File: src/hw/rtl/tthc_pkg.sv
// Shared constants, types and arithmetic helpers of the touch to HSV color unit.
package tthc_pkg;

  localparam int unsigned CoordW  = 10;
  localparam int unsigned PressW  = 15;
  localparam int unsigned SatW    = 8;
  localparam int unsigned LevelW  = 8;
  localparam int unsigned NumW    = 20;
  localparam int unsigned ProdW   = 18;
  localparam int unsigned WideW   = 28;
  localparam int unsigned SectorW = 3;
  localparam int unsigned CfgIdxW = 3;
  localparam int unsigned CfgDataW = 15;

  localparam int unsigned FullScale = 1023;
  localparam int unsigned LevelMax  = 255;
  localparam int unsigned HsvFull   = LevelMax * FullScale;

  localparam int unsigned DivStages = 5;
  localparam int unsigned DivBitsPerStage = 2;

  localparam logic [PressW-1:0] PressMinRst = 15'd10;
  localparam logic [PressW-1:0] PressMaxRst = 15'd20000;
  localparam logic [CoordW-1:0] XMinRst     = 10'd140;
  localparam logic [CoordW-1:0] XMaxRst     = 10'd870;
  localparam logic [CoordW-1:0] YMinRst     = 10'd0;
  localparam logic [CoordW-1:0] YMaxRst     = 10'd1023;
  localparam logic [SatW-1:0]   SatRst      = 8'd255;

  typedef enum logic [CfgIdxW-1:0] {
    CfgPressMin = 3'd0,
    CfgPressMax = 3'd1,
    CfgXMin     = 3'd2,
    CfgXMax     = 3'd3,
    CfgYMin     = 3'd4,
    CfgYMax     = 3'd5,
    CfgSat      = 3'd6
  } cfg_idx_e;

  typedef struct packed {
    logic [SectorW-1:0] sector;
    logic [CoordW-1:0]  frac;
  } hue_t;

  // floor(x / 1023) by folding the 1024 base back onto itself
  function automatic logic [ProdW-1:0] div1023(input logic [WideW-1:0] x);
    logic [17:0] q0;
    logic [18:0] r0;
    logic [8:0]  q1;
    logic [10:0] r1;
    logic        q2;
    logic [10:0] r2;
    logic        c;
    q0 = x[27:10];
    r0 = {9'b0, x[9:0]} + {1'b0, q0};
    q1 = r0[18:10];
    r1 = {1'b0, r0[9:0]} + {2'b0, q1};
    q2 = r1[10];
    r2 = {1'b0, r1[9:0]} + {10'b0, q2};
    c  = (r2 >= 11'(FullScale));
    return q0 + {9'b0, q1} + {17'b0, q2} + {17'b0, c};
  endfunction

  // split 6*pos into sector and fraction of 1023; full scale wraps to sector 0
  function automatic hue_t hue_split(input logic [CoordW-1:0] pos);
    logic [12:0] p6;
    hue_t        h;
    p6 = ({3'b0, pos} << 2) + ({3'b0, pos} << 1);
    if (p6 >= 13'(6 * FullScale)) begin
      h.sector = 3'd0;
      h.frac   = '0;
    end else if (p6 >= 13'(5 * FullScale)) begin
      h.sector = 3'd5;
      h.frac   = 10'(p6 - 13'(5 * FullScale));
    end else if (p6 >= 13'(4 * FullScale)) begin
      h.sector = 3'd4;
      h.frac   = 10'(p6 - 13'(4 * FullScale));
    end else if (p6 >= 13'(3 * FullScale)) begin
      h.sector = 3'd3;
      h.frac   = 10'(p6 - 13'(3 * FullScale));
    end else if (p6 >= 13'(2 * FullScale)) begin
      h.sector = 3'd2;
      h.frac   = 10'(p6 - 13'(2 * FullScale));
    end else if (p6 >= 13'(FullScale)) begin
      h.sector = 3'd1;
      h.frac   = 10'(p6 - 13'(FullScale));
    end else begin
      h.sector = 3'd0;
      h.frac   = p6[9:0];
    end
    return h;
  endfunction

endpackage

File: src/hw/rtl/tthc_div.sv
// Pipelined restoring divider for the axis scaling, two quotient bits per stage.
module tthc_div (
  input  logic                          clk_i,
  input  logic                          en_i,
  input  logic [tthc_pkg::NumW-1:0]     num_i,
  input  logic [tthc_pkg::CoordW-1:0]   den_i,
  output logic [tthc_pkg::CoordW-1:0]   quot_o
);

  localparam int unsigned S  = tthc_pkg::DivStages;
  localparam int unsigned B  = tthc_pkg::DivBitsPerStage;
  localparam int unsigned NW = tthc_pkg::NumW;
  localparam int unsigned QW = tthc_pkg::CoordW;

  logic [NW-1:0] rem_q [S];
  logic [QW-1:0] den_q [S];
  logic [QW-1:0] quo_q [S];
  logic [NW-1:0] rem_d [S];
  logic [QW-1:0] quo_d [S];

  for (genvar s = 0; s < S; s++) begin : g_stage
    logic [NW-1:0] rin;
    logic [QW-1:0] qin;
    logic [QW-1:0] din;

    if (s == 0) begin : g_first
      assign rin = num_i;
      assign qin = '0;
      assign din = den_i;
    end else begin : g_next
      assign rin = rem_q[s-1];
      assign qin = quo_q[s-1];
      assign din = den_q[s-1];
    end

    always_comb begin
      logic [NW-1:0] r;
      logic [QW-1:0] q;
      logic [NW-1:0] t;
      r = rin;
      q = qin;
      for (int j = 0; j < B; j++) begin
        t = NW'(din) << (QW - 1 - s * B - j);
        if (r >= t) begin
          r = r - t;
          q[QW - 1 - s * B - j] = 1'b1;
        end
      end
      rem_d[s] = r;
      quo_d[s] = q;
    end

    always_ff @(posedge clk_i) begin
      if (en_i) begin
        rem_q[s] <= rem_d[s];
        quo_q[s] <= quo_d[s];
        den_q[s] <= din;
      end
    end
  end

  assign quot_o = quo_q[S-1];

endmodule

File: src/hw/rtl/touch_to_hsv_color_unit.sv
// Top level of the touch to HSV color unit: touch sample in, scaled position and color out.
//
// Slave stream s_axis_* carries one touch sample per item; tdata packs touch_x,
// touch_y and pressure. A sample whose pressure is not strictly inside the
// pressure window is consumed and produces no result. Every other sample yields
// one result item on m_axis_*: pos_x, pos_y, red, green, blue.
// Configuration writes arrive on cfg_valid_i/cfg_index_i/cfg_data_i, always
// ready; write them only while no item is in flight. Index 7 is ignored.
// Throughput is one item per cycle while the receiver does not stall. An
// accepted sample passes an operand stage, a five stage divider that scales both
// axes in parallel, four color stages and the output register, each registered.
// A receiver stall freezes the whole pipeline together with the output
// register; s_axis_tready drops whenever a result waits on a stalled receiver,
// and nothing is lost or repeated.
// Reset clears all valid bits and loads the register defaults.
module touch_to_hsv_color_unit (
  input  logic        clk_i,
  input  logic        rst_ni,
  input  logic        s_axis_tvalid,
  output logic        s_axis_tready,
  input  logic [39:0] s_axis_tdata,   // touch_x[9:0], touch_y[19:10], pressure[34:20]
  output logic        m_axis_tvalid,
  input  logic        m_axis_tready,
  output logic [55:0] m_axis_tdata,   // pos_x[9:0], pos_y[19:10], red[29:22],
                                      // green[39:32], blue[49:42]
  input  logic        cfg_valid_i,
  output logic        cfg_ready_o,
  input  logic [tthc_pkg::CfgIdxW-1:0]  cfg_index_i,
  input  logic [tthc_pkg::CfgDataW-1:0] cfg_data_i
);

  localparam int unsigned CW = tthc_pkg::CoordW;
  localparam int unsigned PW = tthc_pkg::ProdW;
  localparam int unsigned LW = tthc_pkg::LevelW;
  localparam int unsigned SW = tthc_pkg::SectorW;
  localparam int unsigned DS = tthc_pkg::DivStages;

  logic [tthc_pkg::PressW-1:0] press_min_q, press_max_q;
  logic [CW-1:0] x_min_q, x_max_q, y_min_q, y_max_q;
  logic [tthc_pkg::SatW-1:0] sat_q;

  logic adv;
  logic in_acc;

  logic [CW-1:0] in_x, in_y;
  logic [tthc_pkg::PressW-1:0] in_p;
  logic in_win;

  assign cfg_ready_o = 1'b1;

  always_ff @(posedge clk_i or negedge rst_ni) begin
    if (!rst_ni) begin
      press_min_q <= tthc_pkg::PressMinRst;
      press_max_q <= tthc_pkg::PressMaxRst;
      x_min_q     <= tthc_pkg::XMinRst;
      x_max_q     <= tthc_pkg::XMaxRst;
      y_min_q     <= tthc_pkg::YMinRst;
      y_max_q     <= tthc_pkg::YMaxRst;
      sat_q       <= tthc_pkg::SatRst;
    end else if (cfg_valid_i) begin
      case (tthc_pkg::cfg_idx_e'(cfg_index_i))
        tthc_pkg::CfgPressMin: press_min_q <= cfg_data_i;
        tthc_pkg::CfgPressMax: press_max_q <= cfg_data_i;
        tthc_pkg::CfgXMin:     x_min_q     <= cfg_data_i[CW-1:0];
        tthc_pkg::CfgXMax:     x_max_q     <= cfg_data_i[CW-1:0];
        tthc_pkg::CfgYMin:     y_min_q     <= cfg_data_i[CW-1:0];
        tthc_pkg::CfgYMax:     y_max_q     <= cfg_data_i[CW-1:0];
        tthc_pkg::CfgSat:      sat_q       <= cfg_data_i[tthc_pkg::SatW-1:0];
        default: ;
      endcase
    end
  end

  assign in_x   = s_axis_tdata[9:0];
  assign in_y   = s_axis_tdata[19:10];
  assign in_p   = s_axis_tdata[34:20];
  assign in_win = (in_p > press_min_q) && (in_p < press_max_q);

  assign adv           = !m_axis_tvalid || m_axis_tready;
  assign s_axis_tready = adv;
  assign in_acc        = s_axis_tvalid && adv;

  // stage 1: clamp and form divider operands
  function automatic logic [CW+CW+CW-1:0] axis_prep(input logic [CW-1:0] raw,
                                                    input logic [CW-1:0] lo,
                                                    input logic [CW-1:0] hi);
    logic [CW-1:0] c;
    logic [CW-1:0] dx;
    logic [CW-1:0] span;
    logic [2*CW-1:0] num;
    c = (raw > hi) ? hi : raw;
    c = (c < lo) ? lo : c;
    if (hi <= lo) begin
      num  = '0;
      span = CW'(1);
    end else begin
      dx   = c - lo;
      span = hi - lo;
      num  = {dx, {CW{1'b0}}} - {{CW{1'b0}}, dx};
    end
    return {num, span};
  endfunction

  logic v1_q;
  logic [tthc_pkg::NumW-1:0] numx_q, numy_q;
  logic [CW-1:0] denx_q, deny_q;
  logic [tthc_pkg::NumW-1:0] numx_d, numy_d;
  logic [CW-1:0] denx_d, deny_d;

  assign {numx_d, denx_d} = axis_prep(in_x, x_min_q, x_max_q);
  assign {numy_d, deny_d} = axis_prep(in_y, y_min_q, y_max_q);

  always_ff @(posedge clk_i) begin
    if (adv) begin
      numx_q <= numx_d;
      denx_q <= denx_d;
      numy_q <= numy_d;
      deny_q <= deny_d;
    end
  end

  // divider stages
  logic [CW-1:0] px, py;

  tthc_div u_div_x (
    .clk_i  (clk_i),
    .en_i   (adv),
    .num_i  (numx_q),
    .den_i  (denx_q),
    .quot_o (px)
  );

  tthc_div u_div_y (
    .clk_i  (clk_i),
    .en_i   (adv),
    .num_i  (numy_q),
    .den_i  (deny_q),
    .quot_o (py)
  );

  logic [DS-1:0] vdiv_q;

  // stage 7: hue split and value products
  tthc_pkg::hue_t hue;
  logic v7_q;
  logic [SW-1:0] sec7_q;
  logic [CW-1:0] g7_q, px7_q, py7_q;
  logic [PW-1:0] vnum7_q, mnum7_q;

  assign hue = tthc_pkg::hue_split(px);

  always_ff @(posedge clk_i) begin
    if (adv) begin
      sec7_q  <= hue.sector;
      g7_q    <= hue.sector[0] ? hue.frac : (CW'(tthc_pkg::FullScale) - hue.frac);
      px7_q   <= px;
      py7_q   <= py;
      vnum7_q <= (PW'(py) << LW) - PW'(py);
      mnum7_q <= PW'(py) * PW'(LW'(tthc_pkg::LevelMax) - sat_q);
    end
  end

  // stage 8: saturation product, value and minimum levels
  logic v8_q;
  logic [SW-1:0] sec8_q;
  logic [CW-1:0] px8_q, py8_q;
  logic [PW-1:0] satg8_q;
  logic [LW-1:0] lv8_q, lm8_q;
  logic [PW-1:0] vq, mq;

  assign vq = tthc_pkg::div1023(tthc_pkg::WideW'(vnum7_q));
  assign mq = tthc_pkg::div1023(tthc_pkg::WideW'(mnum7_q));

  always_ff @(posedge clk_i) begin
    if (adv) begin
      sec8_q  <= sec7_q;
      px8_q   <= px7_q;
      py8_q   <= py7_q;
      satg8_q <= PW'(sat_q) * PW'(g7_q);
      lv8_q   <= vq[LW-1:0];
      lm8_q   <= mq[LW-1:0];
    end
  end

  // stage 9: ramp numerator
  logic v9_q;
  logic [SW-1:0] sec9_q;
  logic [CW-1:0] px9_q, py9_q;
  logic [LW-1:0] lv9_q, lm9_q;
  logic [tthc_pkg::WideW-1:0] nnum9_q;

  always_ff @(posedge clk_i) begin
    if (adv) begin
      sec9_q  <= sec8_q;
      px9_q   <= px8_q;
      py9_q   <= py8_q;
      lv9_q   <= lv8_q;
      lm9_q   <= lm8_q;
      nnum9_q <= tthc_pkg::WideW'(py8_q) *
                 tthc_pkg::WideW'(PW'(tthc_pkg::HsvFull) - satg8_q);
    end
  end

  // stage 10: first division by full scale
  logic v10_q;
  logic [SW-1:0] sec10_q;
  logic [CW-1:0] px10_q, py10_q;
  logic [LW-1:0] lv10_q, lm10_q;
  logic [PW-1:0] n1_10_q;

  always_ff @(posedge clk_i) begin
    if (adv) begin
      sec10_q <= sec9_q;
      px10_q  <= px9_q;
      py10_q  <= py9_q;
      lv10_q  <= lv9_q;
      lm10_q  <= lm9_q;
      n1_10_q <= tthc_pkg::div1023(nnum9_q);
    end
  end

  // output stage: second division and sector select
  logic [PW-1:0] nq;
  logic [LW-1:0] ln;
  logic [LW-1:0] rd, gr, bl;
  logic out_vld_q;
  logic [55:0] out_data_q;

  assign nq = tthc_pkg::div1023(tthc_pkg::WideW'(n1_10_q));
  assign ln = nq[LW-1:0];

  always_comb begin
    case (sec10_q)
      3'd0: begin rd = lv10_q; gr = ln;     bl = lm10_q; end
      3'd1: begin rd = ln;     gr = lv10_q; bl = lm10_q; end
      3'd2: begin rd = lm10_q; gr = lv10_q; bl = ln;     end
      3'd3: begin rd = lm10_q; gr = ln;     bl = lv10_q; end
      3'd4: begin rd = ln;     gr = lm10_q; bl = lv10_q; end
      default: begin rd = lv10_q; gr = lm10_q; bl = ln; end
    endcase
  end

  always_ff @(posedge clk_i) begin
    if (adv) begin
      out_data_q <= {6'b0, bl, 2'b0, gr, 2'b0, rd, 2'b0, py10_q, px10_q};
    end
  end

  always_ff @(posedge clk_i or negedge rst_ni) begin
    if (!rst_ni) begin
      v1_q      <= 1'b0;
      vdiv_q    <= '0;
      v7_q      <= 1'b0;
      v8_q      <= 1'b0;
      v9_q      <= 1'b0;
      v10_q     <= 1'b0;
      out_vld_q <= 1'b0;
    end else if (adv) begin
      v1_q      <= in_acc && in_win;
      vdiv_q    <= {vdiv_q[DS-2:0], v1_q};
      v7_q      <= vdiv_q[DS-1];
      v8_q      <= v7_q;
      v9_q      <= v8_q;
      v10_q     <= v9_q;
      out_vld_q <= v10_q;
    end
  end

  assign m_axis_tvalid = out_vld_q;
  assign m_axis_tdata  = out_data_q;

endmodule
File: config.mk
export PLATFORM = sky130hd
export DESIGN_NAME = touch_to_hsv_color_unit
export DESIGN_NICKNAME = d
export VERILOG_FILES = /design/src/hw/rtl/tthc_pkg.sv /design/src/hw/rtl/tthc_div.sv /design/src/hw/rtl/touch_to_hsv_color_unit.sv
export SDC_FILE = /design/constraint.sdc
export NUM_CORES = 2
export LEC_CHECK = 0
export ABC_AREA = 1
export BUFFER_PORTS_ARGS = -buffer_cell sky130_fd_sc_hd__buf_2
export CORE_MARGIN = 4
export CORE_UTILIZATION = 60
export DETAILED_ROUTE_END_ITERATION = 8
export PLACE_DENSITY = 0.77
export RECOVER_POWER = 25
export SETUP_SLACK_MARGIN = 0.1
export SYNTH_ARGS = -nofsm -noshare
export SYNTH_HDL_FRONTEND = slang
export SYNTH_SLANG_ARGS = --single-unit
File: constraint.sdc
create_clock -name clk_i -period 95.6 [get_ports clk_i]
set_clock_uncertainty 0.1 [all_clocks]
set_input_delay 19.12 -clock clk_i [delete_from_list [all_inputs] [get_ports clk_i]]
set_output_delay 19.12 -clock clk_i [all_outputs]
set_load 0.02 [all_outputs]
==> run_results.csv <==
group,metric,value,unit
status,status,"completed",
sta,hold_viol,0,
critical_path,slowest_delay,790,ps
drt,finalWirelength,126,mm
sta,clock.fmax,0.0250,GHz
yosys,postSynthCellCount,6714,
global_route,grt_start_max_net_pins,189,
yosys,yosysWarnings,0,
clock_network,clock-root-buffer,"clkbuf_16",
clock_network,cts_max_level,3,
clock_network,cts_num_sinks,741,
global_route,grt_pass1_wl,212,mm
drt,wl_met2,59.7,mm
drt,drcViolationCount,0,
floorplanning,initial_core_util,60.6,%
floorplanning,fp.dieW,321,um
floorplanning,dieArea,0.103,mm2
critical_path,end_kind,"output port",
yosys,synth_most_common_cell,"nand2_1",
critical_path,worstSetupStartpointType,"input port",
sta,worst_slew_pin_slew,1290,ps
yosys,postSynthAreaPerCell,8.74,um2
yosys,async_flop_share,12.0,%
sta,setup_tns,0,ps
yosys,synthTopCellsByArea,"edfxtp_1, ha_1, fa_1",
yosys,synth_top_area_share,33.4,%
placement,portBuffers,103,
placement,gp_congestion,0.918,
critical_path,cp.required,76380,ps
drt,first_pass_iters,6,
drt,vias_per_cell,5.51,
clock_network,ctsResizeCount,0,
layout,layout-drive-gt1-share,5.33,%
floorplanning,fp.dieH,321,um
critical_path,cp.arrival,20790,ps
sta,slew_headroom,12.8,%
yosys,ys_seq_area_share,37.2,%
global_route,grt.overflow.total,0,
sta,rsz0062_at_grt,"no",
drt,routedWlPerCell,15.5,um
sta,finalMaxSlewViolations,0,
yosys,yosys_register_bits,741,
flow_run,maxCapViolCount,0,
yosys,syn_area,0.0587,mm2
critical_path,timing.critical_path.buf_inv,3,
critical_path,worst_path_max_delay_cell,"nor2_1",
clock_network,hold_buffers,0,
global_route,grt_pass1_vias,44300,
clock_network,cts_made_buffers,81,
critical_path,worstPathCellList,"buf_2, nor2_1, inv_8, buf_2",
drt,drt_iter0_drc,3317,
critical_path,cp_top_family,"buffers and inverters",
clock_network,cts_buffer_depth,3,
yosys,yosysUniqueCellTypes,73,
sta,fin_crit_sh,41.9,%
clock_network,tritoncts,"yes",
critical_path,crit_fanout,87,
floorplanning,fp.coreArea,0.0969,mm2
sta,final.min_clock_period,40010,ps
layout,fin_nets,7709,
clock_network,post_cts_buffers,0,
clock_network,path_clk_slew,60,ps
floorplanning,io-pin-count,122,
drt,top_layer,"met4",
yosys,synth_top_cell_by_area,"edfxtp_1",
drt,met3_wirelength,7.16,mm
clock_network,clk_latency,660,ps
global_route,antenna_found_initial,1,
sta,setup_viol,0,
drt,ant_nets,0,
yosys,synth_edf_count,652,
worst_hold_path,hold_path.class,"register to register",
placement,dp.final_hpwl,98.9,mm
floorplanning,row_count,114,
global_route,grt_usage,24.8,%
yosys,synth_ff_type,"edfxtp_1",
drt,routed-via-count,44900,
drt,wl_met1,55.6,mm
critical_path,r2r_slack,87330,ps
critical_path,cp_common_cell,"buf_2",
yosys,synth_common_cells,"nand2_1, inv_1, edfxtp_1",
layout,areaGrowthSynthToFinish,7.48,%
critical_path,path_class,"input port to output port",
## routing by layer
| layer | GRT usage, % | vias to the layer above |
|---|---|---|
| met5 | 0 | - |
| met4 | 8.13 | 0 |
| met3 | 3.37 | 252 |
| met2 | 42.2 | 1274 |
| met1 | 33.1 | 21100 |
| li1 | - | 22300 |
## placed cells by master, fill, tap and decap left out, drive strengths merged, types with 22 or more instances in the layout
cell type	netlist	final
o21ai	442	442
inv	1111	1115
nand4	84	84
o221ai	22	22
edfxtp	652	652
clkinv	8	41
nor2	552	552
nor3	73	73
xnor2	134	134
xor2	221	221
dfstp	34	34
nand3b	22	22
ha	550	550
nor4	23	23
buf	39	111
a21oi	389	389
a21o	28	28
or2	37	37
a31oi	22	22
nand3	271	271
fa	294	294
clkbuf	81	97
o211ai	25	25
dfrtp	55	55
nand2	1439	1439
## flip-flops by register name, summed over array words and instances, names as in the netlist, 20 cells and up
signal and flops:
numy_q 20, u_div_x.rem_q 80, numx_q 20, nnum9_q 28
u_div_y.quo_q 30, u_div_y.rem_q 80, u_div_x.quo_q 30, u_div_y.den_q 40
m_axis_tdata 44, u_div_x.den_q 40
## cell type report
class | instances | area, um2
tap | 1276 | 1600
fill | 7817 | 33800
antenna | 1 | 2.50
sequential | 741 | 21800
inverter | 1119 | 4210
clock buffer | 94 | 2180
clock inverter | 56 | 577
multi-input combinational | 4745 | 32100
timing repair buffer | 114 | 602
## kinds of logic after synthesis
kind of cell | count (synthesis) | synth area share (%)
buffers and inverters | 1239 | 8.12
adders and majority gates | 844 | 21.7
other | 2 | 0.0128
and+or+nand+nor | 2519 | 17.9
xor gates and xnor gates | 355 | 5.37
muxes | 1 | 0.0192
DFF | 741 | 37.2
AOI/OAI and AO/OA | 1013 | 9.57
## worst paths after layout
check | end | cells after the start | startpoint
min | u_div_x.quo_q[0][37] | 0 | u_div_x.quo_q[0][27]
max | s_axis_tready | 4 | m_axis_tready
min in group asynchronous | y_max_q[0] | 1 | rst_ni
min reg2reg | u_div_x.quo_q[0][37] | 0 | u_div_x.quo_q[0][27]
max reg2reg | n1_10_q[16] | 46 | nnum9_q[12]
max in group asynchronous | press_min_q[9] | 2 | rst_ni
## stage by stage
stage	area [um2]	setup slack, ps	instances	util [%]	hold slack [ps]
3_3_place_gp	60400	55560	7995	62.4	301
3_5_place_dp	60400	55560	7995	62.4	305
4_1_cts	63200	55570	8145	65.2	307
6_report	63100	55590	8146	65.1	310
2_1_floorplan	58700	39140	6725	-	300
5_1_grt	63100	55440	8145	65.1	319
Power is not shown: default switching activity piles up to over one toggle a cycle in this logic, so the estimate is an artifact.
